### src/rtl/core/mse_pkg.sv
// ----------------------------------------------------------------------------
// mse_pkg: shared definitions of the merge sort engine
// Data width, default capacity and the command and status bundles that
// join the controller and the datapath.
// ----------------------------------------------------------------------------
package mse_pkg;

  localparam int unsigned DataW              = 32;
  localparam int unsigned MaxElementsDefault = 64;

  typedef struct packed {
    logic load;
    logic sort_init;
    logic pair_init;
    logic rd_a;
    logic cap_a;
    logic cap_b;
    logic take;
    logic fill;
    logic next_pair;
    logic next_pass;
    logic emit_rd;
    logic emit_cap;
    logic run_clear;
  } mse_cmd_t;

  typedef struct packed {
    logic multi;
    logic b_lt_hi;
    logic k_lt_hi;
    logic next_lo_lt_n;
    logic w2_lt_n;
    logic out_done;
    logic out_end;
    logic out_busy;
  } mse_sts_t;

endpackage

### src/rtl/core/mse_ctrl.sv
// ----------------------------------------------------------------------------
// mse_ctrl: sequencer of the merge sort engine
// Steps the datapath through loading, the bottom-up merge passes and the
// emission of the sorted run.
// ----------------------------------------------------------------------------
module mse_ctrl
  import mse_pkg::*;
(
  input  logic     clk_i,
  input  logic     rst_ni,
  input  logic     in_valid_i,
  input  logic     in_last_i,
  output logic     in_ready_o,
  input  mse_sts_t sts_i,
  output mse_cmd_t cmd_o
);

  typedef enum logic [10:0] {
    ST_LOAD      = 11'b000_0000_0001,
    ST_START     = 11'b000_0000_0010,
    ST_PAIR      = 11'b000_0000_0100,
    ST_RDA       = 11'b000_0000_1000,
    ST_CAPA      = 11'b000_0001_0000,
    ST_CAPB      = 11'b000_0010_0000,
    ST_MERGE     = 11'b000_0100_0000,
    ST_FILL      = 11'b000_1000_0000,
    ST_EMIT_RD   = 11'b001_0000_0000,
    ST_EMIT_CAP  = 11'b010_0000_0000,
    ST_EMIT_WAIT = 11'b100_0000_0000
  } mse_state_e;

  mse_state_e state_q, state_d;

  assign in_ready_o = state_q == ST_LOAD;

  always_comb begin
    state_d = state_q;
    cmd_o   = '0;
    case (state_q)
      ST_LOAD: begin
        if (in_valid_i) begin
          cmd_o.load = 1'b1;
          if (in_last_i) begin
            state_d = ST_START;
          end
        end
      end
      ST_START: begin
        cmd_o.sort_init = 1'b1;
        state_d = sts_i.multi ? ST_PAIR : ST_EMIT_RD;
      end
      ST_PAIR: begin
        cmd_o.pair_init = 1'b1;
        state_d = ST_RDA;
      end
      ST_RDA: begin
        cmd_o.rd_a = 1'b1;
        state_d = ST_CAPA;
      end
      ST_CAPA: begin
        cmd_o.cap_a = 1'b1;
        state_d = sts_i.b_lt_hi ? ST_CAPB : ST_MERGE;
      end
      ST_CAPB: begin
        cmd_o.cap_b = 1'b1;
        state_d = ST_MERGE;
      end
      ST_MERGE: begin
        if (sts_i.k_lt_hi) begin
          cmd_o.take = 1'b1;
          state_d = ST_FILL;
        end else if (sts_i.next_lo_lt_n) begin
          cmd_o.next_pair = 1'b1;
          state_d = ST_PAIR;
        end else begin
          cmd_o.next_pass = 1'b1;
          state_d = sts_i.w2_lt_n ? ST_PAIR : ST_EMIT_RD;
        end
      end
      ST_FILL: begin
        cmd_o.fill = 1'b1;
        state_d = ST_MERGE;
      end
      ST_EMIT_RD: begin
        cmd_o.emit_rd = 1'b1;
        state_d = ST_EMIT_CAP;
      end
      ST_EMIT_CAP: begin
        cmd_o.emit_cap = 1'b1;
        state_d = ST_EMIT_WAIT;
      end
      ST_EMIT_WAIT: begin
        if (sts_i.out_done) begin
          if (sts_i.out_end) begin
            cmd_o.run_clear = 1'b1;
            state_d = ST_LOAD;
          end else begin
            state_d = ST_EMIT_RD;
          end
        end
      end
      default: begin
        state_d = ST_LOAD;
      end
    endcase
  end

  always_ff @(posedge clk_i or negedge rst_ni) begin
    if (!rst_ni) begin
      state_q <= ST_LOAD;
    end else begin
      state_q <= state_d;
    end
  end

`ifndef NO_ASSERTIONS
  a_load_out_idle: assert property (@(posedge clk_i) disable iff (!rst_ni)
    (state_q == ST_LOAD) |-> !sts_i.out_busy)
    else $error("Input accepted while an output word is pending.");

  a_emit_continues: assert property (@(posedge clk_i) disable iff (!rst_ni)
    (state_q == ST_EMIT_WAIT) && sts_i.out_done && !sts_i.out_end
      |=> state_q == ST_EMIT_RD)
    else $error("Emission stopped before the final word.");

  a_state_onehot: assert property (@(posedge clk_i) disable iff (!rst_ni)
    $onehot(state_q))
    else $error("Sequencer state is not one-hot.");
`endif

endmodule

### config.mk
export PLATFORM = sky130hd
export DESIGN_NAME = mse_ctrl
export DESIGN_NICKNAME = d
export VERILOG_FILES = /design/src/rtl/core/mse_pkg.sv /design/src/rtl/core/mse_ctrl.sv
export SDC_FILE = /design/constraint.sdc
export NUM_CORES = 1
export LEC_CHECK = 0
export BUFFER_PORTS_ARGS = -buffer_cell sky130_fd_sc_hd__buf_2
export CORE_MARGIN = 2
export CORE_UTILIZATION = 48
export CTS_BUF_LIST = sky130_fd_sc_hd__clkbuf_16
export DETAILED_ROUTE_END_ITERATION = 8
export PLACE_DENSITY = 0.77
export SETUP_SLACK_MARGIN = 0.2
export SLEW_MARGIN = 10
export SYNTH_ARGS = -nofsm -noshare
export SYNTH_HDL_FRONTEND = slang
export SYNTH_SLANG_ARGS = --single-unit
export TNS_END_PERCENT = 10
### constraint.sdc
create_clock -name clk_i -period 2.48 [get_ports clk_i]
set_input_delay 0.248 -clock clk_i [delete_from_list [all_inputs] [get_ports clk_i]]
set_output_delay 0.248 -clock clk_i [all_outputs]
set_load 0.01 [all_outputs]
==> results.cfg, run 1 <==
[sta]
hold_violations = 0
tightest_slew_ns = 0.4646
period_share_pct = 90.09
post-route-min-period_ns = 2.234
setup_tns_ns = 0
max-slew-margin-rel_pct = 68.74
report.final.slew_viol_count = 0
fmax_mhz = 447.6
setup_viol = 0
fin_skew_ns = 0.002796
rsz0062_at_grt = true
fin_hold_ws_ns = 0.2480

[power_and_ir_drop]
powerDensity_nw_per_um2 = 718.1
p_leak_nw = 0.4720
switching_share_pct = 29.53
p_switching_w = 0.0002030
power_frac_seq_pct = 31.5
irDropWorstVdd_v = 0.0004277
pwr-share-comb_pct = 27.0
clockPowerShare_pct = 41.6
p_int_w = 0.0004844

[route]
routed_wl_um = 1835
vias = 743
ant_nets = 0
routedWlPerCell_um = 14.92
drt_iter0_markers = 13
dr.pass1.iters = 4
drc = 0
avgViaCountPerCell = 6.041

[logic_synthesis]
ys_seq_area_share_pct = 36.29
synth_top_area_share_pct = 32.84
synth.distinct_cells = 36
synth-edff-count = 0
avgSynthCellArea_sq_um = 9.071
synth_seq_cells = 11
async_reset_ff_share_pct = 100.0
synthCells = 84
synth_area_sq_um = 762.0
synthTopCellsByCount = dfrtp_1, nor2_1, o21ai_0, nor4b_1
ys_warn_count = 0
yosys.area.top_type = dfrtp_1
synth_ff_type = dfrtp_1
synthesis.nets = 96
synth_most_common_cell = dfrtp_1
synth_area_leaders = dfrtp_1, nor4b_1, nor3b_1

[clock_tree]
tritoncts = built
clockBufferDepth = 2
clk_pin_slew_worst_paths_ns = 0.04
post_cts_buffers = 0
clkSinkCount = 11
h-tree-depth = 1
cts_buffers = 3
clockRootBuffer = clkbuf_16
clk_latency_ns = 0.24

[critical_path]
worst-path-max-fanout = 10
worst_ep_required_time_ns = 2.23
crit_arrival_ns = 1.99
r2r_slack_ns = 0.39
slowest_stage = dfrtp_1
end_kind = output pin
crit_chain = nor3_2 > nand3_1 > or3_1 > nor3_1 > buf_2
path_class = reg -> out
max_stage_delay_ns = 0.47
worst_setup_path_start_kind = flop

[run]
drv_cap = 0

[finish]
fin_nets = 120
n_antenna_cell = 0
largestRegisters = state_q: 11 flops
design_area_sq_um = 957.2
syn_to_final_growth_pct = 25.62
utilization_pct = 64.29
drive_above_1_share_pct = 34.58
largest_reg_flops = 11
regMostFlops = state_q

[floorplanning]
die_y_um = 43.84
die-area_sq_um = 1922
initial_utilization_pct = 51.18
core_area_sq_um = 1489
die_w_um = 43.84
ios = 26
num_rows = 14

[grt]
grt_start_max_net_pins = 13
antenna_found_initial = 0
grt.overflow.total = 0
grt_pass1_wl_um = 2994
grtUsageTotal_pct = 21.12
grt_pass1_vias = 648

[place]
place_congestion = 0.7264
io_buffers = 24
placed_area_sq_um = 858.3
dp_hpwl_um = 1312

[hold_path]
hold_class = in -> reg

[status]
outcome = complete, no violations
-- cells by family after synthesis --
family | share of synthesized area [%]
flip-flops | 36.29
multiplexers | 1.478
AND/OR/NAND/NOR | 40.89
buffers and inverters | 6.239
AO/OA/AOI/OAI | 12.81
XOR/XNOR | 2.299
-- power by group through the flow --
| stage | clock, W | combinational (W) | sequential [W] |
|---|---|---|---|
| 2_1_floorplan | 0 | 0.000133 | 0.000208 |
| 3_3_place_gp | 0 | 0.000172 | 0.000214 |
| 3_5_place_dp | 0 | 0.000176 | 0.000217 |
| 4_1_cts | 0.000289 | 0.000183 | 0.000215 |
| 5_1_grt | 0.000295 | 0.000207 | 0.000217 |
| 6_report | 0.000286 | 0.000185 | 0.000216 |
-- metal layers --
metal	GRT usage (%)	wire, um
met2	34.41	914
met3	3.750	83
met1	28.05	821
met4	7.273	15
met5	0	0
-- what timing repair did --
item / in CTS / in global routing
setup endpoints to repair: 1 / 5
resized for setup: 1 / 1
endpoints found under the hold margin: 10 / 0
hold buffers: 1 / 0
pin swaps: 0 / 0
cloned: 0 / 0
-- path summary, 6_finish.rpt --
check,depth (start not counted),endpoint,from
hold / removal,3,state_q[2]$_DFFE_PN0P_,sts_i[7]
min in group asynchronous,2,state_q[7]$_DFFE_PN0P_,rst_ni
setup / recovery,5,cmd_o[6],state_q[8]$_DFFE_PN0P_
hold reg to reg,1,state_q[4]$_DFFE_PN0P_,state_q[8]$_DFFE_PN0P_
setup reg to reg,5,state_q[8]$_DFFE_PN0P_,state_q[5]$_DFFE_PN0P_
max in group asynchronous,2,state_q[0]$_DFFE_PN1P_,rst_ni
-- area by class of cell --
cell class | instances | area (sq um)
Clock buffer | 3 | 75.07
Clock inverter | 1 | 3.754
Fill cell | 128 | 531.8
Inverter | 1 | 3.754
Multi-Input combinational cell | 66 | 447.9
Sequential cell | 11 | 276.5
Tap cell | 16 | 20.02
Timing Repair Buffer | 25 | 130.1
-- metrics by stage --
step	setup slack, ns	total power, W	instances
floorplan	0.4994	0.0003414	84
global placement	0.4621	0.0003863	118
detailed placement	0.4314	0.0003926	118
CTS	0.2205	0.0006865	123
global route	0.08921	0.0007194	123
finish	0.2459	0.0006874	123
-- critical path: cells and delay by family (launching register included) --
kind / cells / cell delay [ns]
buffers and inverters: 1 / 0.16
AND/OR/NAND/NOR: 4 / 1.12
flip-flops: 1 / 0.47
-- placed cells by master, fill, tap and decap left out, drive strengths merged --
master and count:
o211ai 1, or4b 1, nand2b 2, dfstp 1, mux2 1, dlygate4sd3 1, o32a 1, nor2 7
or2b 1, clkbuf 3, or3b 1, o21ai 7, a2111o 1, inv 2, a21oi 1, nand2 5
and3 2, nor4 3, nand3 3, nor3 5, a22oi 1, a221oi 1, nor4b 6, nor3b 5
nor2b 2, or3 3, buf 24, and2 2, xor2 2, or2 1, dfrtp 10, o22ai 1
No activity file was read; power rests on OpenSTA's default activity.
==> run 2: changes to the inputs <==
- REMOVE_ABC_BUFFERS: default -> 1
==> run 2 against run 1 <==
  * Cell count increased by 0.81%
  * Worst hold slack got worse by 0.017 ns
  * Total power increased by 2.7%
  * Clock-buffer cell count unchanged
  * Wire length decreased by 1.6%
  * Global-route usage about the same
  * Sequential cell count unchanged
  * Sequential power about the same
  * Maximum frequency increased by 2.4%
  * Clock power increased by 2%
  * Worst setup slack improved by 0.052 ns
  * Design area increased by 0.91%
==> results.cfg, run 2 (synthesis results as in run 1) <==
[clock_tree]
cts_buffers = 3
clockRootBuffer = clkbuf_16
tritoncts = built
clk_latency_ns = 0.24
clkSinkCount = 11
h-tree-depth = 1
clk_pin_slew_worst_paths_ns = 0.04
clockBufferDepth = 2

[place]
place_congestion = 0.7502
dp_hpwl_um = 1304
io_buffers = 24

[sta]
rsz0062_at_grt = true
fin_skew_ns = 0.0005503
setup_viol = 0
report.final.slew_viol_count = 0
fmax_mhz = 458.3
hold_violations = 0
post-route-min-period_ns = 2.182
setup_tns_ns = 0
period_share_pct = 87.99
max-slew-margin-rel_pct = 71.33
tightest_slew_ns = 0.4261

[finish]
largestRegisters = state_q: 11 flops
largest_reg_flops = 11
drive_above_1_share_pct = 34.26
fillCellCount = 123
fin_nets = 121
final_cell_mix = buf_2, dfrtp_1, nor2_1, o21ai_0, nor4b_1
syn_to_final_growth_pct = 26.77
regMostFlops = state_q
final_common_cell = buf_2
n_antenna_cell = 0

[critical_path]
worst_ep_required_time_ns = 2.23
crit_arrival_ns = 1.93
worst_setup_path_start_kind = flop
crit_chain = nor3_4 > nand3_1 > or3_1 > nor3_1 > buf_2
path_class = reg -> out
worst-path-max-fanout = 10
slowest_stage = dfrtp_1
end_kind = output pin
max_stage_delay_ns = 0.49

[route]
ant_nets = 0
drc = 0
dr.pass1.iters = 4
vias = 732
avgViaCountPerCell = 5.903
drt_iter0_markers = 22
routed_wl_um = 1805
routedWlPerCell_um = 14.56

[power_and_ir_drop]
p_leak_nw = 0.4774
irDropWorstVdd_v = 0.0004359
finalPower_w = 0.0007056
powerDensity_nw_per_um2 = 730.5

[floorplanning]
core_area_sq_um = 1489
die_w_um = 43.84
ios = 26
initial_utilization_pct = 51.18
die_y_um = 43.84
num_rows = 14
die-area_sq_um = 1922

[grt]
grtUsageTotal_pct = 21.10
grt_pass1_vias = 658
antenna_found_initial = 0
grt.overflow.total = 0
grt_start_max_net_pins = 13
grt_pass1_wl_um = 2987

[run]
drv_cap = 0

[status]
outcome = complete, no violations

[hold_path]
hold_class = in -> reg
==> run 2: through the flow <==
step	utilization (%)	instance area (sq um)	std cells	hold slack, ns	worst slack (ns)
floorplan	-	718.2	78	-0.04759	0.5265
global placement	58.15	865.8	119	0.1284	0.4665
detailed placement	58.15	865.8	119	0.1326	0.4483
CTS	64.12	954.7	124	0.2302	0.2566
global route	64.87	965.9	124	0.2690	0.1258
finish	64.87	965.9	124	0.2306	0.2979
==> run 2: area by class of cell <==
class / instances / area (sq um) / share of cell area, %
multi-input combinational: 66 / 449.2 / 46.50
sequential: 11 / 276.5 / 28.63
timing repair buffer: 26 / 137.6 / 14.25
clock buffer: 3 / 75.07 / 7.772
tap: 16 / 20.02 / 2.073
clock inverter: 1 / 3.754 / 0.3886
inverter: 1 / 3.754 / 0.3886
==> run 2: repair_timing <==
item | in CTS | in global routing
endpoints found under the setup margin | 0 | 4
buffers inserted | 0 | 0
endpoints found under the hold margin | 10 | 0
hold buffers | 1 | 0
resized for setup | 0 | 2
==> run 2: worst paths after layout <==
check                                       start                     end  slack (ns)  cells past startpoint
setup / recovery           state_q[8]$_DFFE_PN0P_                cmd_o[6]        0.30                      5
hold / removal                           sts_i[7]  state_q[2]$_DFFE_PN0P_        0.23                      3
setup reg to reg           state_q[7]$_DFFE_PN0P_  state_q[8]$_DFFE_PN0P_        0.41                      5
hold reg to reg            state_q[6]$_DFFE_PN0P_  state_q[6]$_DFFE_PN0P_        0.62                      1
max in group asynchronous                  rst_ni  state_q[0]$_DFFE_PN1P_        1.81                      2
min in group asynchronous                  rst_ni  state_q[7]$_DFFE_PN0P_        0.41                      2
==> run 2: worst max-delay path: cells and delay by family, from the launching register on <==
| kind | cells | cell delay (ns) |
|---|---|---|
| and+or+nand+nor | 4 | 1.05 |
| DFF | 1 | 0.49 |
| buffers and inverters | 1 | 0.16 |
==> run 2: power by group <==
group | total (W) | switching (W) | leakage (nW) | internal [W]
logic | 0.000201 | 0.000117 | 0.286 | 0.0000832
registers | 0.000214 | 0.0000150 | 0.150 | 0.000199
clock network | 0.000291 | 0.0000792 | 0.0423 | 0.000212
total | 0.000706 | 0.000211 | 0.477 | 0.000494
==> run 2: per-layer routing <==
layer,part of all wire [%],up-vias,global-route usage (%)
met3,6.0,0,5.417
met2,47,24,31.18
li1,-,361,-
met1,47,347,29.92
met4,0,0,7.273
met5,0,-,0
