`config.mk`:
```
export PLATFORM = sky130hd
export DESIGN_NAME = mse_datapath
export DESIGN_NICKNAME = d
export VERILOG_FILES = /design/src/rtl/core/mse_pkg.sv /design/src/rtl/core/mse_ram.sv /design/src/rtl/core/mse_datapath.sv
export SDC_FILE = /design/constraint.sdc
export NUM_CORES = 2
export LEC_CHECK = 0
export BUFFER_PORTS_ARGS = -buffer_cell sky130_fd_sc_hd__buf_2
export CAP_MARGIN = 10
export CORE_ASPECT_RATIO = 0.5
export CORE_UTILIZATION = 46
export DETAILED_ROUTE_END_ITERATION = 8
export PLACE_DENSITY = 0.57
export SLEW_MARGIN = 30
export SYNTH_ARGS = -nofsm -noshare
export SYNTH_HDL_FRONTEND = slang
export SYNTH_SLANG_ARGS = --single-unit
```
`constraint.sdc`:
```
create_clock -name clk_i -period 21.2 [get_ports clk_i]
set_input_delay 4.24 -clock clk_i [delete_from_list [all_inputs] [get_ports clk_i]]
set_output_delay 4.24 -clock clk_i [all_outputs]
set_load 0.005 [all_outputs]
```
`src/rtl/core/mse_pkg.sv`:
```
// ----------------------------------------------------------------------------
// mse_pkg: shared definitions of the merge sort engine
// Data width, default capacity and the command and status bundles that
// join the controller and the datapath.
// ----------------------------------------------------------------------------
package mse_pkg;

  localparam int unsigned DataW              = 32;
  localparam int unsigned MaxElementsDefault = 64;

  typedef struct packed {
    logic load;
    logic sort_init;
    logic pair_init;
    logic rd_a;
    logic cap_a;
    logic cap_b;
    logic take;
    logic fill;
    logic next_pair;
    logic next_pass;
    logic emit_rd;
    logic emit_cap;
    logic run_clear;
  } mse_cmd_t;

  typedef struct packed {
    logic multi;
    logic b_lt_hi;
    logic k_lt_hi;
    logic next_lo_lt_n;
    logic w2_lt_n;
    logic out_done;
    logic out_end;
    logic out_busy;
  } mse_sts_t;

endpackage

```
`src/rtl/core/mse_ram.sv`:
```
// ----------------------------------------------------------------------------
// mse_ram: generic single-port-write, single-port-read RAM
// One write and one registered read per cycle.
// ----------------------------------------------------------------------------
module mse_ram
  import mse_pkg::*;
#(
  parameter int unsigned Width = DataW,
  parameter int unsigned Depth = 2 * MaxElementsDefault
) (
  input  logic                     clk_i,
  input  logic                     we_i,
  input  logic [$clog2(Depth)-1:0] waddr_i,
  input  logic [Width-1:0]         wdata_i,
  input  logic                     re_i,
  input  logic [$clog2(Depth)-1:0] raddr_i,
  output logic [Width-1:0]         rdata_o
);

  logic [Width-1:0] mem_q [Depth];
  logic [Width-1:0] rdata_q;

  always_ff @(posedge clk_i) begin
    if (we_i) begin
      mem_q[waddr_i] <= wdata_i;
    end
    if (re_i) begin
      rdata_q <= mem_q[raddr_i];
    end
  end

  assign rdata_o = rdata_q;

endmodule

```
`src/rtl/core/mse_datapath.sv`:
```
// ----------------------------------------------------------------------------
// mse_datapath: storage, run bookkeeping and merge datapath
// Holds the element store with its scratch half, the pass and run
// counters, the two run heads and the output register.
// ----------------------------------------------------------------------------
module mse_datapath
  import mse_pkg::*;
#(
  parameter int unsigned MaxElements = MaxElementsDefault
) (
  input  logic                    clk_i,
  input  logic                    rst_ni,
  input  mse_cmd_t                cmd_i,
  output mse_sts_t                sts_o,
  input  logic signed [DataW-1:0] in_value_i,
  input  logic                    out_ready_i,
  output logic                    out_valid_o,
  output logic signed [DataW-1:0] out_value_o,
  output logic                    out_end_o,
  output logic                    out_overflow_o
);

  localparam int unsigned CntW  = $clog2(MaxElements + 1);
  localparam int unsigned IdxW  = $clog2(MaxElements + 1) + 3;
  localparam int unsigned Depth = 2 * MaxElements;
  localparam int unsigned AddrW = $clog2(Depth);

  logic [CntW-1:0]         count_q, count_d;
  logic                    dropped_q, dropped_d;
  logic                    src_q, src_d;
  logic [IdxW-1:0]         width_q, width_d;
  logic [IdxW-1:0]         lo_q, lo_d;
  logic [IdxW-1:0]         mid_q, mid_d;
  logic [IdxW-1:0]         hi_q, hi_d;
  logic [IdxW-1:0]         a_q, a_d;
  logic [IdxW-1:0]         b_q, b_d;
  logic [IdxW-1:0]         k_q, k_d;
  logic                    fill_a_q, fill_a_d;
  logic                    out_valid_q, out_valid_d;
  logic signed [DataW-1:0] head_a_q, head_b_q;
  logic signed [DataW-1:0] out_value_q;
  logic                    out_end_q;

  logic [IdxW-1:0]  n_ext;
  logic [IdxW-1:0]  lo_plus_w, lo_plus_2w, width_x2;
  logic [IdxW-1:0]  a_inc, b_inc, k_inc;
  logic             take_a;
  logic             ram_we, ram_re;
  logic [AddrW-1:0] ram_waddr, ram_raddr;
  logic [DataW-1:0] ram_wdata, ram_rdata;

  function automatic logic [AddrW-1:0] addr_of(input logic sel, input logic [IdxW-1:0] off);
    logic [AddrW-1:0] base;
    base = sel ? AddrW'(MaxElements) : '0;
    return base + off[AddrW-1:0];
  endfunction

  assign n_ext      = IdxW'(count_q);
  assign width_x2   = width_q << 1;
  assign lo_plus_w  = lo_q + width_q;
  assign lo_plus_2w = lo_q + width_x2;
  assign a_inc      = a_q + IdxW'(1);
  assign b_inc      = b_q + IdxW'(1);
  assign k_inc      = k_q + IdxW'(1);
  assign take_a     = (a_q < mid_q) && (!(b_q < hi_q) || (head_a_q <= head_b_q));

  always_comb begin
    sts_o.multi        = count_q > CntW'(1);
    sts_o.b_lt_hi      = b_q < hi_q;
    sts_o.k_lt_hi      = k_q < hi_q;
    sts_o.next_lo_lt_n = lo_plus_2w < n_ext;
    sts_o.w2_lt_n      = width_x2 < n_ext;
    sts_o.out_done     = out_valid_q & out_ready_i;
    sts_o.out_end      = out_end_q;
    sts_o.out_busy     = out_valid_q;
  end

  always_comb begin
    ram_we    = 1'b0;
    ram_waddr = '0;
    ram_wdata = in_value_i;
    ram_re    = 1'b0;
    ram_raddr = '0;
    if (cmd_i.load && (count_q < CntW'(MaxElements))) begin
      ram_we    = 1'b1;
      ram_waddr = AddrW'(count_q);
    end
    if (cmd_i.take) begin
      ram_we    = 1'b1;
      ram_waddr = addr_of(~src_q, k_q);
      ram_wdata = take_a ? head_a_q : head_b_q;
      if (take_a) begin
        ram_re    = a_inc < mid_q;
        ram_raddr = addr_of(src_q, a_inc);
      end else begin
        ram_re    = b_inc < hi_q;
        ram_raddr = addr_of(src_q, b_inc);
      end
    end
    if (cmd_i.rd_a) begin
      ram_re    = 1'b1;
      ram_raddr = addr_of(src_q, a_q);
    end
    if (cmd_i.cap_a) begin
      ram_re    = b_q < hi_q;
      ram_raddr = addr_of(src_q, b_q);
    end
    if (cmd_i.emit_rd) begin
      ram_re    = 1'b1;
      ram_raddr = addr_of(src_q, k_q);
    end
  end

  always_comb begin
    count_d     = count_q;
    dropped_d   = dropped_q;
    src_d       = src_q;
    width_d     = width_q;
    lo_d        = lo_q;
    mid_d       = mid_q;
    hi_d        = hi_q;
    a_d         = a_q;
    b_d         = b_q;
    k_d         = k_q;
    fill_a_d    = fill_a_q;
    out_valid_d = out_valid_q;
    if (cmd_i.load) begin
      if (count_q < CntW'(MaxElements)) begin
        count_d = count_q + CntW'(1);
      end else begin
        dropped_d = 1'b1;
      end
    end
    if (cmd_i.sort_init) begin
      width_d = IdxW'(1);
      lo_d    = '0;
      src_d   = 1'b0;
      k_d     = '0;
    end
    if (cmd_i.pair_init) begin
      mid_d = (lo_plus_w < n_ext) ? lo_plus_w : n_ext;
      hi_d  = (lo_plus_2w < n_ext) ? lo_plus_2w : n_ext;
      a_d   = lo_q;
      b_d   = (lo_plus_w < n_ext) ? lo_plus_w : n_ext;
      k_d   = lo_q;
    end
    if (cmd_i.take) begin
      k_d      = k_inc;
      fill_a_d = take_a;
      if (take_a) begin
        a_d = a_inc;
      end else begin
        b_d = b_inc;
      end
    end
    if (cmd_i.next_pair) begin
      lo_d = lo_plus_2w;
    end
    if (cmd_i.next_pass) begin
      width_d = width_x2;
      lo_d    = '0;
      src_d   = ~src_q;
      k_d     = '0;
    end
    if (cmd_i.emit_cap) begin
      k_d         = k_inc;
      out_valid_d = 1'b1;
    end
    if (out_valid_q && out_ready_i) begin
      out_valid_d = 1'b0;
    end
    if (cmd_i.run_clear) begin
      count_d   = '0;
      dropped_d = 1'b0;
    end
  end

  always_ff @(posedge clk_i or negedge rst_ni) begin
    if (!rst_ni) begin
      count_q     <= '0;
      dropped_q   <= 1'b0;
      src_q       <= 1'b0;
      width_q     <= '0;
      lo_q        <= '0;
      mid_q       <= '0;
      hi_q        <= '0;
      a_q         <= '0;
      b_q         <= '0;
      k_q         <= '0;
      fill_a_q    <= 1'b0;
      out_valid_q <= 1'b0;
    end else begin
      count_q     <= count_d;
      dropped_q   <= dropped_d;
      src_q       <= src_d;
      width_q     <= width_d;
      lo_q        <= lo_d;
      mid_q       <= mid_d;
      hi_q        <= hi_d;
      a_q         <= a_d;
      b_q         <= b_d;
      k_q         <= k_d;
      fill_a_q    <= fill_a_d;
      out_valid_q <= out_valid_d;
    end
  end

  always_ff @(posedge clk_i) begin
    if (cmd_i.cap_a || (cmd_i.fill && fill_a_q)) begin
      head_a_q <= $signed(ram_rdata);
    end
    if (cmd_i.cap_b || (cmd_i.fill && !fill_a_q)) begin
      head_b_q <= $signed(ram_rdata);
    end
    if (cmd_i.emit_cap) begin
      out_value_q <= $signed(ram_rdata);
      out_end_q   <= k_inc == n_ext;
    end
  end

  mse_ram #(
    .Width (DataW),
    .Depth (Depth)
  ) u_store (
    .clk_i   (clk_i),
    .we_i    (ram_we),
    .waddr_i (ram_waddr),
    .wdata_i (ram_wdata),
    .re_i    (ram_re),
    .raddr_i (ram_raddr),
    .rdata_o (ram_rdata)
  );

  assign out_valid_o    = out_valid_q;
  assign out_value_o    = out_value_q;
  assign out_end_o      = out_end_q;
  assign out_overflow_o = dropped_q;

`ifndef NO_ASSERTIONS
  a_count_in_range: assert property (@(posedge clk_i) disable iff (!rst_ni)
    count_q <= CntW'(MaxElements))
    else $error("Element count exceeds the capacity.");

  a_take_in_pair: assert property (@(posedge clk_i) disable iff (!rst_ni)
    cmd_i.take |-> (k_q < hi_q) && ((a_q < mid_q) || (b_q < hi_q)))
    else $error("Merge step issued with no element left in the pair.");

  a_no_out_overwrite: assert property (@(posedge clk_i) disable iff (!rst_ni)
    cmd_i.emit_cap |-> !out_valid_q)
    else $error("Output word overwritten before it was taken.");
`endif

endmodule

```
==> impl_metrics.toml <==
[clock_network]
number_of_buffers_added_by_the_clock_tree_synthesis_step = 391
clock_tree.root_cell = "sky130_fd_sc_hd__clkbuf_16"
cts_hold_buf = 0
ctsHtreeMaxLevel = 5
post-cts-setup-buffer-count = 0
tritoncts_clock_tree = "yes"
cts_clock_pin_slew_for_the_worst_setup_and_hold_paths_ps = 60
number_of_sinks_on_the_clock_net = 4305
postCtsResizedCells = 0
clkLatencyLatePin_ps = 980
cts-root-to-sink-buffers = 4

[min_path]
worstHoldPathType = "register to register"
timing.hold.worst.start = "mid_q[3]"
whs_path_depth = 1
sink_of_the_worst_hold_path = "mid_q[3]"

[floorplan]
total_number_of_placement_rows = 160
chipWidth_um = 877
dieArea_sq_um = 385000
floorplan.initialDensity_pct = 46.3
top_level_ports = 91
fp.coreArea_sq_um = 381000
floorplan.die.height_um = 439

[sta]
report.final.hold_viol_count = 0
post-route-period-util_pct = 53.1
setup_violations = 0
setup_total_negative_slack_ps = 0
max_freq_ghz = 0.0888
post-route-worst-setup-slack_ps = 9940
fin_hold_ws_ps = 479
grt_setup_unrepaired = "no"
transition_time_of_the_tightest_slew_check_pin_ps = 1230
fin_worst_skew_ps = 51.7
maxSlewHeadroom_pct = 18.3
finalCriticalPeriod_ps = 11260
slew_violations = 0

[final_layout]
layout.cell_area.non_filler_sq_um = 198000
areaGrowthSynthToFinish_pct = 12.2
final.fill_count = 31600
final_nets = 13000
layout.cells.non_filler = 18300
drive_gt1_share_pct = 11.0

[global_routing]
antenna_violations_before_repair = 79
pin_count_of_the_biggest_net_entering_global_routing = 155
grt_pass1_wl_um = 904000
number_of_global_route_vias_before_repair = 112000
overflow = 0
track_usage_pct = 33.3

[logic_synthesis]
post_synth.cell_area_avg_sq_um = 13.7
yosysMostFrequentCell = "sky130_fd_sc_hd__edfxtp_1"
postSynthNetCount = 13000
synth-main-ff-cell = "sky130_fd_sc_hd__edfxtp_1"
yosysWarnings = 0
ys_types = 92
synth_sequential_area_ratio_pct = 73.2
synth_enable_flop_cells = 4225
synthArstFlopShare_pct = 1.86
synthesis.instances = 12800
postSynthRegisterBits = 4305
synth_top_area_cell = "sky130_fd_sc_hd__edfxtp_1"
most_numerous_cell_types_in_the_synthesized_netlist = "sky130_fd_sc_hd__edfxtp_1 (4,225), sky130_fd_sc_hd__nand2_1 (2,091), sky130_fd_sc_hd__nand3_1 (903)"
synth_top_area_share_pct = 72.1
post_synth_main_area_contributors = "sky130_fd_sc_hd__edfxtp_1 (72%), sky130_fd_sc_hd__nand2_1 (4.5%), sky130_fd_sc_hd__a211oi_1 (3.5%)"
synthesis.area_sq_um = 176000

[place]
post_dp_hpwl_um = 386000
routability_congestion_estimate = 0.915
dp_worst_setup_slack_ps = 9560
dpl-instance-area_sq_um = 185000
dp.cells = 17600
port-buffer-count = 90

[power]
power.static_leakage_uw = 0.0638
power.ir.vdd_worst_mv = 0.171
power_density_cells_nw_per_um2 = 141

[detailed_routing]
avgRoutedWirePerCell_um = 36.1
wl_um = 662000
vias = 123000
viasPerCell = 6.69
drc_errors = 0
first_pass_iters = 6
final_antenna_violating_net_count = 0
detailed_route_iter0_violations = 22000

[critical_path]
r2r_setup_slack_ps = 11170
worst-path-max-fanout = 113
crit-reg2reg-capture = "u_store.rdata_o[14]"
launching_point_of_the_worst_reg2reg_path = "head_a_q[31]"
start_kind = "primary input"
rr_worst_depth = 19
type_of_destination_of_the_critical_path = "register"
critical_path_class = "primary input to register"
cp_data_arrival_time_ps = 11920
cp_data_required_time_ps = 21860

[status]
run_status = "finished, final reports clean"

[run]
drv.max_cap_violation_count = 0
routing by layer:
metal | share of wire, % | vias to the layer above | track usage (%)
met3 | 17 | 1368 | 13.5
met1 | 39 | 62100 | 48.6
met2 | 40 | 9230 | 44.9
met5 | 0.066 | - | 0
li1 | - | 49800 | -
met4 | 3.9 | 58 | 11.3
cells in the final DEF (no fill, tap or decap), types with 31 or more instances in the layout:
master                      count
sky130_fd_sc_hd__dfrtp_1       80
sky130_fd_sc_hd__or4_1         58
sky130_fd_sc_hd__clkbuf_1      81
sky130_fd_sc_hd__nor2_1       419
sky130_fd_sc_hd__a31oi_1      157
sky130_fd_sc_hd__o211ai_1      65
sky130_fd_sc_hd__a21o_1        31
sky130_fd_sc_hd__clkinv_2      68
sky130_fd_sc_hd__nor4_1       100
sky130_fd_sc_hd__diode_2       44
sky130_fd_sc_hd__nor3_1       101
sky130_fd_sc_hd__nand2_1     2078
sky130_fd_sc_hd__a21oi_1      516
sky130_fd_sc_hd__clkbuf_16    399
sky130_fd_sc_hd__a221oi_1      72
sky130_fd_sc_hd__and3_1       127
sky130_fd_sc_hd__o221ai_1      40
sky130_fd_sc_hd__nand2b_1      44
sky130_fd_sc_hd__a31oi_4       32
sky130_fd_sc_hd__nor2_4       134
sky130_fd_sc_hd__o21ai_0      398
sky130_fd_sc_hd__ha_1         116
sky130_fd_sc_hd__mux2i_1      140
sky130_fd_sc_hd__buf_2         90
sky130_fd_sc_hd__a22oi_1       61
sky130_fd_sc_hd__a211o_1      101
sky130_fd_sc_hd__clkinv_1      84
sky130_fd_sc_hd__buf_4        442
sky130_fd_sc_hd__mux2_2        35
sky130_fd_sc_hd__o22ai_1      202
sky130_fd_sc_hd__bufinv_16     45
sky130_fd_sc_hd__a211oi_1     823
sky130_fd_sc_hd__a2111oi_0     32
sky130_fd_sc_hd__or3_1         37
sky130_fd_sc_hd__nand3_1      902
sky130_fd_sc_hd__nor2b_1       42
sky130_fd_sc_hd__inv_1        106
sky130_fd_sc_hd__nand4_1       89
sky130_fd_sc_hd__edfxtp_1    4225
sequential cells by signal, indices dropped and copies added (netlist names):
| signal | cells |
|---|---|
| u_store.mem_q | 4096 |
| width_q | 10 |
| count_q | 7 |
| out_end_o | 1 |
| b_q | 10 |
| head_b_q | 32 |
| u_store.rdata_o | 32 |
| hi_q | 10 |
| k_q | 10 |
| fill_a_q | 1 |
| lo_q | 9 |
| head_a_q | 32 |
| out_value_o | 32 |
| mid_q | 10 |
| a_q | 10 |
| src_q | 1 |
| out_overflow_o | 1 |
| out_valid_o | 1 |
cell type report:
class,instances,area (sq um),area share [%]
well taps,5103,6380,3.23
clock inverters,222,2350,1.19
multi-input cells,7501,44500,22.5
diodes,44,110,0.0557
repair buffers,574,4570,2.31
flip-flops and latches,4305,129000,65.2
inverters,107,402,0.203
clock buffers,483,10300,5.23
critical path, cell delays in order:
cell and delay (ps):
sky130_fd_sc_hd__buf_6 430, sky130_fd_sc_hd__nand2b_1 270, sky130_fd_sc_hd__nor2_1 210, sky130_fd_sc_hd__nor3_1 120, sky130_fd_sc_hd__a311o_1 380, sky130_fd_sc_hd__buf_4 260, sky130_fd_sc_hd__nand2_8 380, sky130_fd_sc_hd__buf_12 500
sky130_fd_sc_hd__buf_4 690, sky130_fd_sc_hd__buf_4 780, sky130_fd_sc_hd__a211oi_1 200, sky130_fd_sc_hd__or4_1 660, sky130_fd_sc_hd__a221o_1 380, sky130_fd_sc_hd__nor4_1 380, sky130_fd_sc_hd__nand4_1 760, sky130_fd_sc_hd__nand4_1 1020
per-stage QoR:
stage / power (uW) / utilization, %
2_1_floorplan: 16300 / -
5_1_grt: 28500 / 51.9
6_report: 27900 / 51.9
3_3_place_gp: 20300 / 48.4
3_5_place_dp: 20400 / 48.5
4_1_cts: 27500 / 51.8
power breakdown:
| part | internal (uW) | total (uW) | switching, uW | leakage (uW) |
|---|---|---|---|---|
| sequential | 11100 | 11400 | 313 | 0.0391 |
| clock | 4010 | 7270 | 3260 | 0.00619 |
| combinational | 1960 | 9280 | 7320 | 0.0185 |
how the worst max path moves through the flow:
stage	from	to	slack, ps
floorplan	cmd_i[6]	u_store.mem_q[0][14]	10940
global placement	cmd_i[8]	u_store.rdata_o[14]	9240
detailed placement	cmd_i[6]	u_store.rdata_o[14]	9560
CTS	cmd_i[6]	u_store.rdata_o[14]	10560
global route	cmd_i[6]	u_store.rdata_o[14]	9990
finish	cmd_i[6]	u_store.rdata_o[14]	9940
cell families (layout without fill, tap and decap cells):
kind of cell | after synthesis | count (layout) | share of synthesized area [%]
compound gates | 2905 | 2905 | 11.2
other cells | 0 | 44 | 0
mux | 183 | 183 | 1.12
flops | 4305 | 4305 | 73.2
xor+xnor | 45 | 45 | 0.224
fa+ha+maj | 117 | 117 | 0.836
simple gates | 4251 | 4251 | 10.7
buf+inv | 1004 | 1386 | 2.71
Note: power is estimated with default switching activity, not from simulation.
